File: src/rtl/hhq_pkg.sv
// Shared types for the heightfield height query block.
// Controller commands, datapath status and operation codes.
// No dependencies.
package hhq_pkg;

  localparam logic CFG_ACROSS = 1'b0;
  localparam logic CFG_DOWN   = 1'b1;

  typedef enum logic [1:0] {
    VR_P,
    VR_A,
    VR_B
  } vrole_e;

  typedef enum logic [4:0] {
    M_NONE,
    M_E0A,
    M_E0B,
    M_E1A,
    M_E1B,
    M_E2A,
    M_E2B,
    M_NYA,
    M_NYB,
    M_NXA,
    M_NXB,
    M_NZA,
    M_NZB,
    M_UXL,
    M_UXH,
    M_UZL,
    M_UZH
  } mul_sel_e;

  typedef enum logic [2:0] {
    ACC_NONE,
    ACC_LOAD,
    ACC_ADD,
    ACC_SUB,
    ACC_ADDSH
  } acc_op_e;

  typedef enum logic [1:0] {
    RES_MISS,
    RES_FLAT,
    RES_DIV
  } res_kind_e;

  typedef struct packed {
    logic      wr_en;
    logic      q_load;
    logic      walk_clear;
    logic      walk_next;
    logic      rd_en;
    vrole_e    rd_role;
    mul_sel_e  mul_sel;
    acc_op_e   acc_op;
    logic      st_nx;
    logic      st_ny;
    logic      st_nz;
    logic      div_start;
    logic      res_load;
    res_kind_e res_kind;
  } hhq_cmd_t;

  typedef struct packed {
    logic acc_neg;
    logic ny_zero;
    logic walk_last;
    logic walk_empty;
    logic div_busy;
    logic out_free;
  } hhq_sts_t;

endpackage

File: src/rtl/hhq_ctrl.sv
// Sequencer for the heightfield height query: walks triangles, drives the datapath.
// Depends on hhq_pkg.
module hhq_ctrl import hhq_pkg::*; (
  input  logic     clk_i,
  input  logic     rst_ni,
  input  logic     in_valid_i,
  input  logic     in_mode_i,
  output logic     in_ready_o,
  input  hhq_sts_t sts_i,
  output hhq_cmd_t cmd_o
);

  typedef enum logic [1:0] {
    ST_IDLE,
    ST_TRI,
    ST_DIV,
    ST_OUT
  } state_e;

  state_e    state_q, state_d;
  logic [4:0] step_q, step_d;
  res_kind_e kind_q, kind_d;

  assign in_ready_o = (state_q == ST_IDLE);

  always_comb begin
    cmd_o   = '0;
    state_d = state_q;
    step_d  = step_q;
    kind_d  = kind_q;
    case (state_q)
      ST_IDLE: begin
        if (in_valid_i) begin
          if (!in_mode_i) begin
            cmd_o.wr_en = 1'b1;
          end else begin
            cmd_o.q_load     = 1'b1;
            cmd_o.walk_clear = 1'b1;
            step_d           = 5'd0;
            if (sts_i.walk_empty) begin
              state_d = ST_OUT;
              kind_d  = RES_MISS;
            end else begin
              state_d = ST_TRI;
            end
          end
        end
      end
      ST_TRI: begin
        step_d = step_q + 5'd1;
        case (step_q)
          5'd0: begin cmd_o.rd_en = 1'b1; cmd_o.rd_role = VR_P; end
          5'd1: begin cmd_o.rd_en = 1'b1; cmd_o.rd_role = VR_A; end
          5'd2: begin cmd_o.rd_en = 1'b1; cmd_o.rd_role = VR_B; end
          5'd4: begin cmd_o.mul_sel = M_E0A; cmd_o.acc_op = ACC_LOAD; end
          5'd5: begin cmd_o.mul_sel = M_E0B; cmd_o.acc_op = ACC_SUB; end
          5'd6: begin cmd_o.mul_sel = M_E1A; cmd_o.acc_op = ACC_LOAD; end
          5'd7: begin cmd_o.mul_sel = M_E1B; cmd_o.acc_op = ACC_SUB; end
          5'd8: begin cmd_o.mul_sel = M_E2A; cmd_o.acc_op = ACC_LOAD; end
          5'd9: begin cmd_o.mul_sel = M_E2B; cmd_o.acc_op = ACC_SUB; end
          5'd10: begin cmd_o.mul_sel = M_NYA; cmd_o.acc_op = ACC_LOAD; end
          5'd11: begin cmd_o.mul_sel = M_NYB; cmd_o.acc_op = ACC_SUB; end
          5'd12: begin cmd_o.mul_sel = M_NXA; cmd_o.acc_op = ACC_LOAD; end
          5'd13: begin
            cmd_o.mul_sel = M_NXB; cmd_o.acc_op = ACC_SUB; cmd_o.st_ny = 1'b1;
          end
          5'd14: begin cmd_o.mul_sel = M_NZA; cmd_o.acc_op = ACC_LOAD; end
          5'd15: begin
            cmd_o.mul_sel = M_NZB; cmd_o.acc_op = ACC_SUB; cmd_o.st_nx = 1'b1;
          end
          5'd17: cmd_o.st_nz = 1'b1;
          5'd18: begin cmd_o.mul_sel = M_UXL; cmd_o.acc_op = ACC_LOAD; end
          5'd19: begin cmd_o.mul_sel = M_UXH; cmd_o.acc_op = ACC_ADDSH; end
          5'd20: begin cmd_o.mul_sel = M_UZL; cmd_o.acc_op = ACC_ADD; end
          5'd21: begin cmd_o.mul_sel = M_UZH; cmd_o.acc_op = ACC_ADDSH; end
          5'd23: begin
            if (sts_i.ny_zero) begin
              state_d = ST_OUT;
              kind_d  = RES_FLAT;
            end else begin
              cmd_o.div_start = 1'b1;
              state_d         = ST_DIV;
            end
          end
          default: ;
        endcase
        // edge results are checked once the product register and then the accumulator have taken their last product
        if ((step_q == 5'd7 || step_q == 5'd9 || step_q == 5'd11) && sts_i.acc_neg) begin
          if (sts_i.walk_last) begin
            state_d = ST_OUT;
            kind_d  = RES_MISS;
          end else begin
            cmd_o.walk_next = 1'b1;
            step_d          = 5'd0;
          end
        end
      end
      ST_DIV: begin
        if (!sts_i.div_busy) begin
          state_d = ST_OUT;
          kind_d  = RES_DIV;
        end
      end
      ST_OUT: begin
        if (sts_i.out_free) begin
          cmd_o.res_load = 1'b1;
          cmd_o.res_kind = kind_q;
          state_d        = ST_IDLE;
        end
      end
      default: state_d = ST_IDLE;
    endcase
  end

  always_ff @(posedge clk_i or negedge rst_ni) begin
    if (!rst_ni) begin
      state_q <= ST_IDLE;
      step_q  <= 5'd0;
      kind_q  <= RES_MISS;
    end else begin
      state_q <= state_d;
      step_q  <= step_d;
      kind_q  <= kind_d;
    end
  end

endmodule

File: config.mk
export PLATFORM = sky130hd
export DESIGN_NAME = hhq_ctrl
export DESIGN_NICKNAME = d
export VERILOG_FILES = /design/src/rtl/hhq_pkg.sv /design/src/rtl/hhq_ctrl.sv
export SDC_FILE = /design/constraint.sdc
export NUM_CORES = 1
export LEC_CHECK = 0
export BUFFER_PORTS_ARGS = -buffer_cell sky130_fd_sc_hd__buf_2
export CAP_MARGIN = 20
export CORE_MARGIN = 5
export CORE_UTILIZATION = 54
export CTS_CLUSTER_DIAMETER = 100
export DETAILED_ROUTE_END_ITERATION = 7
export GPL_TIMING_DRIVEN = 1
export HOLD_SLACK_MARGIN = 0.08
export PLACE_DENSITY = 0.93
export SYNTH_ARGS = -nofsm -noshare
export SYNTH_HDL_FRONTEND = slang
export SYNTH_SLANG_ARGS = --single-unit
export TNS_END_PERCENT = 100
File: constraint.sdc
create_clock -name clk_i -period 2.5 [get_ports clk_i]
set_input_delay 0.375 -clock clk_i [delete_from_list [all_inputs] [get_ports clk_i]]
set_output_delay 0.375 -clock clk_i [all_outputs]
set_load 0.1 [all_outputs]
# After elaboration in Yosys (flattened, before gate mapping)
# Cells that the tools add are included.
dict set report word_totals {
  reg_bits 9
  in_bits 10
  output_inout_bits 23
  wordCells 82
}
dict set report classes {
  add_sub_neg 1
  eq_ne 28
  mux 40
  n_reduce_logical 10
}
# cell count
set op_table {}
lappend op_table {{$pmux W8 S16} 1}
lappend op_table {{$eq A5 B4 Y1 const B} 8}
lappend op_table {{$mux W2} 17}
lappend op_table {{$eq A5 B5 Y1 const B} 6}
lappend op_table {{$eq A5 B3 Y1 const B} 4}
lappend op_table {{$mux W5} 4}
lappend op_table {{$mux W16} 1}
lappend op_table {{$mux W3} 4}
lappend op_table {{$pmux W5 S2} 1}
lappend op_table {{$mux W1} 9}
lappend op_table {{$pmux W3 S3} 1}
lappend op_table {{$ne A2 B2 Y1 const B} 4}
lappend op_table {{$pmux W2 S4} 1}
lappend op_table {{$pmux W2 S3} 1}
lappend op_table {{$add A5 B1 Y5 const B} 1}
lappend op_table {{$eq A5 B1 Y1 const B} 1}
lappend op_table {{$eq A5 B2 Y1 const B} 1}
lappend op_table {{$logic_not A5 Y1} 1}
lappend op_table {{$reduce_and A5 Y1} 1}
lappend op_table {{$eq A2 B2 Y1 const B} 2}
lappend op_table {{$reduce_and A4 Y1} 1}
lappend op_table {{$reduce_and A3 Y1} 1}
lappend op_table {{$reduce_bool A3 Y1} 1}
lappend op_table {{$eq A2 B1 Y1 const B} 1}
lappend op_table {{other kinds (5)} 6}

# Longest topological paths before layout
dict set report logic_depth {
  ltp_word 6
  mapped_depth 6
}

# Worst setup path before layout
# OpenSTA, ideal clock, no wires.
dict set report synth_timing {
  path_type {reg2out}
  from {register state_q[1]}
  to {output cmd_o[3] in the netlist's numbering}
  t_arrival_ps 3074
  setup_slack_ps -949
  stages_incl_launch_ff 6
  n_path_buf 1
  cell_sequence {dfrtp_1 -> inv_1 -> ha_1 -> buf_2 -> clkinv_1 -> nor3_1}
}
# element line
set synth_lines {}
lappend synth_lines {{start: declaration} hhq_ctrl.sv:20} ;# state_e state_q, state_d;
lappend synth_lines {{start signal: assignment} hhq_ctrl.sv:121} ;# state_q <= state_d;
lappend synth_lines {{end: declaration} hhq_ctrl.sv:10} ;# output hhq_cmd_t cmd_o

==> reports/metrics.csv <==
metric,value,unit
status,finished clean,
routed via count,1175,
layout cell share with drive strength beyond 1,0.370,
Total Wirelength,2980,um
"worst slack, placed",173,ps
Initial Util,0.564,
VDD IR max,0.806,mV
via/cell ratio,6.22,
core area,1940,sq um
Async SR Flop Fraction,1.00,
"Reg clk slew, reported paths",50,ps
Pwr Total,1730,uW
register area share after synthesis,0.206,
DIE HEIGHT,55.0,um
antenna violations before repair,0,
critical path endpoint category,output port,
Detailed Route Iter0 Violations,84,
die area,3030,sq um
Post-synth EDFFs,0,
fill count,133,
largest net degree at the start of global routing,18,
GRT Overall Usage,0.205,
R2R Setup Slk,700,ps
count of final setup violators,0,
R2R Path End,step_q[2]$_DFFE_PN0P_,
Most used DFF post-synth,dfrtp_1,
leakage dissipation,0.000686,uW
post-synthesis instance total,130,
I/O Buffers,32,
FMAX,403,MHz
Max Root-Sink Buffers,2,
routed len/inst,15.7,um
Num CTS Buffers,3,
Area Growth Syn to Fin,35.4,%
first-pass GRT wire length,4700,um
final setup margin,16.4,ps
pwr/cell area,1170,nW/um^2
Slew @ Worst Pin,503,ps
min Tclk post-route,2480,ps
row cnt,16,
RSZ-0062 raised after global routing,true,
htree depth,1,
HPWL Detailed,2370,um
worst r2r src,step_q[1]$_DFFE_PN0P_,
setup TNS,0,ps
Final period util,0.993,
GPL Wtd Cong,0.992,
die width,55.0,um
final hold violations,0,
drt drc,0,
Worst Path Required,2120,ps
"Clk Latency, worst-skew pair",240,ps
drt pass-1 iters,4,
IO Count,33,
vias in the first global route,1061,
"Warnings, synthesis",0,
MaxCap Viol Count,0,
"FF+latch count, synth",9,
worst hold-check path type,in -> async,
Yosys cell types,49,
Synth Cell Area,1090,sq um
Nets,182,
ANT cells,0,
Mean Syn Cell Area,8.42,sq um
Final ANT Viol Nets,0,
Max Slew Vio Count,0,
Synth Net Count,149,
R2R cell count,5,
grt ovf,0,
Setup Skew,1.42,ps
Sink Count,9,
CP max FO,5,
CP Class,reg -> out,
CTS root buffer,clkbuf_4,
CTS tree,yes,
critical path arrival,2110,ps
Rel. slew slack,0.665,
Startpoint Class,flop,
-- timing repair --
action	CTS	global route
resized for setup	2	9
hold buffers	1	0
setup endpoints to repair	2	11
pin swaps	1	1
buffers inserted	0	0
endpoints found under the hold margin	9	0
-- worst max-delay path, stage by stage, from the launching register on --
cell and delay (ps):
dfrtp_1 400, inv_1 110, ha_1 270, or3_4 430
a311oi_2 310, a31oi_2 140, buf_6 200
-- per-stage QoR --
step	cell area, sq um	hold WS [ps]	cells	utilization
after floorplan	1130	79.4	130	-
after global placement	1410	223	184	0.727
after detailed placement	1410	225	184	0.727
after CTS	1450	505	189	0.749
after global routing	1480	515	189	0.764
final	1480	499	189	0.764
-- metal layers --
metal | part of all wire | GRT usage | up-vias
met5 | 0 | 0 | -
met4 | 0.0034 | 0.0324 | 0
met3 | 0.082 | 0.0268 | 2
met2 | 0.51 | 0.374 | 74
met1 | 0.40 | 0.261 | 558
li1 | - | - | 541
-- cells in the mapped netlist, types with 2 or more instances --
library cell,n,share of area
a21oi_1,6,0.027
nor3_1,2,0.0091
a221o_1,2,0.018
nor2b_1,3,0.017
buf_2,4,0.018
nand3_1,3,0.014
ha_1,9,0.10
a22o_1,2,0.016
inv_1,7,0.024
or3_1,2,0.011
a31oi_1,3,0.017
and3_1,9,0.051
buf_6,2,0.021
o31ai_1,4,0.027
o21ai_0,3,0.014
and2_1,5,0.029
nand2b_1,2,0.011
dfrtp_1,9,0.21
nor2_1,13,0.045
nand4b_1,3,0.024
buf_4,2,0.014
nand2_1,8,0.027
-- cell families after synthesis --
kind of cell,count (synthesis),share of synthesized area
AOI/OAI and AO/OA,33,0.240
DFF,9,0.206
adders and majority gates,9,0.103
muxes,2,0.0206
and+or+nand+nor,59,0.322
buffers and inverters,17,0.0834
xor gates and xnor gates,1,0.0251
-- area by class of cell --
cell class	count	area, sq um	share of cell area
Inverter	9	37.5	0.0253
Timing Repair Buffer	36	333	0.224
Multi-Input combinational cell	104	827	0.558
Sequential cell	9	225	0.152
Tap cell	27	33.8	0.0228
Clock buffer	4	26.3	0.0177
-- cell usage in the layout, fill, tap and decap left out, types with 2 or more instances in the layout --
cell type / Yosys / final
buf_2: 4 / 19
nor2_1: 13 / 11
dfrtp_1: 9 / 9
and3_1: 9 / 8
nand2_1: 8 / 8
buf_12: 0 / 8
inv_1: 7 / 7
ha_1: 9 / 7
a21oi_1: 6 / 6
clkbuf_4: 0 / 6
and2_1: 5 / 5
o31ai_1: 4 / 4
o21ai_0: 3 / 3
nand3_1: 3 / 3
nor2_2: 1 / 3
nand4b_1: 3 / 3
buf_4: 2 / 3
nor2b_1: 3 / 2
a31oi_1: 3 / 2
a22o_1: 2 / 2
nand2b_1: 2 / 2
a221o_1: 2 / 2
ha_2: 0 / 2
buf_6: 2 / 2
-- worst max path at each step --
stage                          startpoint   endpoint  cells past startpoint
detailed placement  step_q[1]$_DFFE_PN0P_  cmd_o[13]                      6
global placement    step_q[1]$_DFFE_PN0P_  cmd_o[13]                      6
finish              step_q[0]$_DFFE_PN0P_  cmd_o[13]                      6
global route        step_q[0]$_DFFE_PN0P_  cmd_o[13]                      6
floorplan           step_q[1]$_DFFE_PN0P_   cmd_o[8]                      6
CTS                 step_q[0]$_DFFE_PN0P_  cmd_o[13]                      6
-- where the power goes --
group / switching, uW / internal [uW]
clock network: 38.0 / 60.7
registers: 78.6 / 198
logic: 901 / 453
total: 1020 / 711
-- state kept, by name (all words and copies together), names as in the netlist --
register	flops
step_q	5
state_q	2
kind_q	2
(Power assumes the default switching activity.)
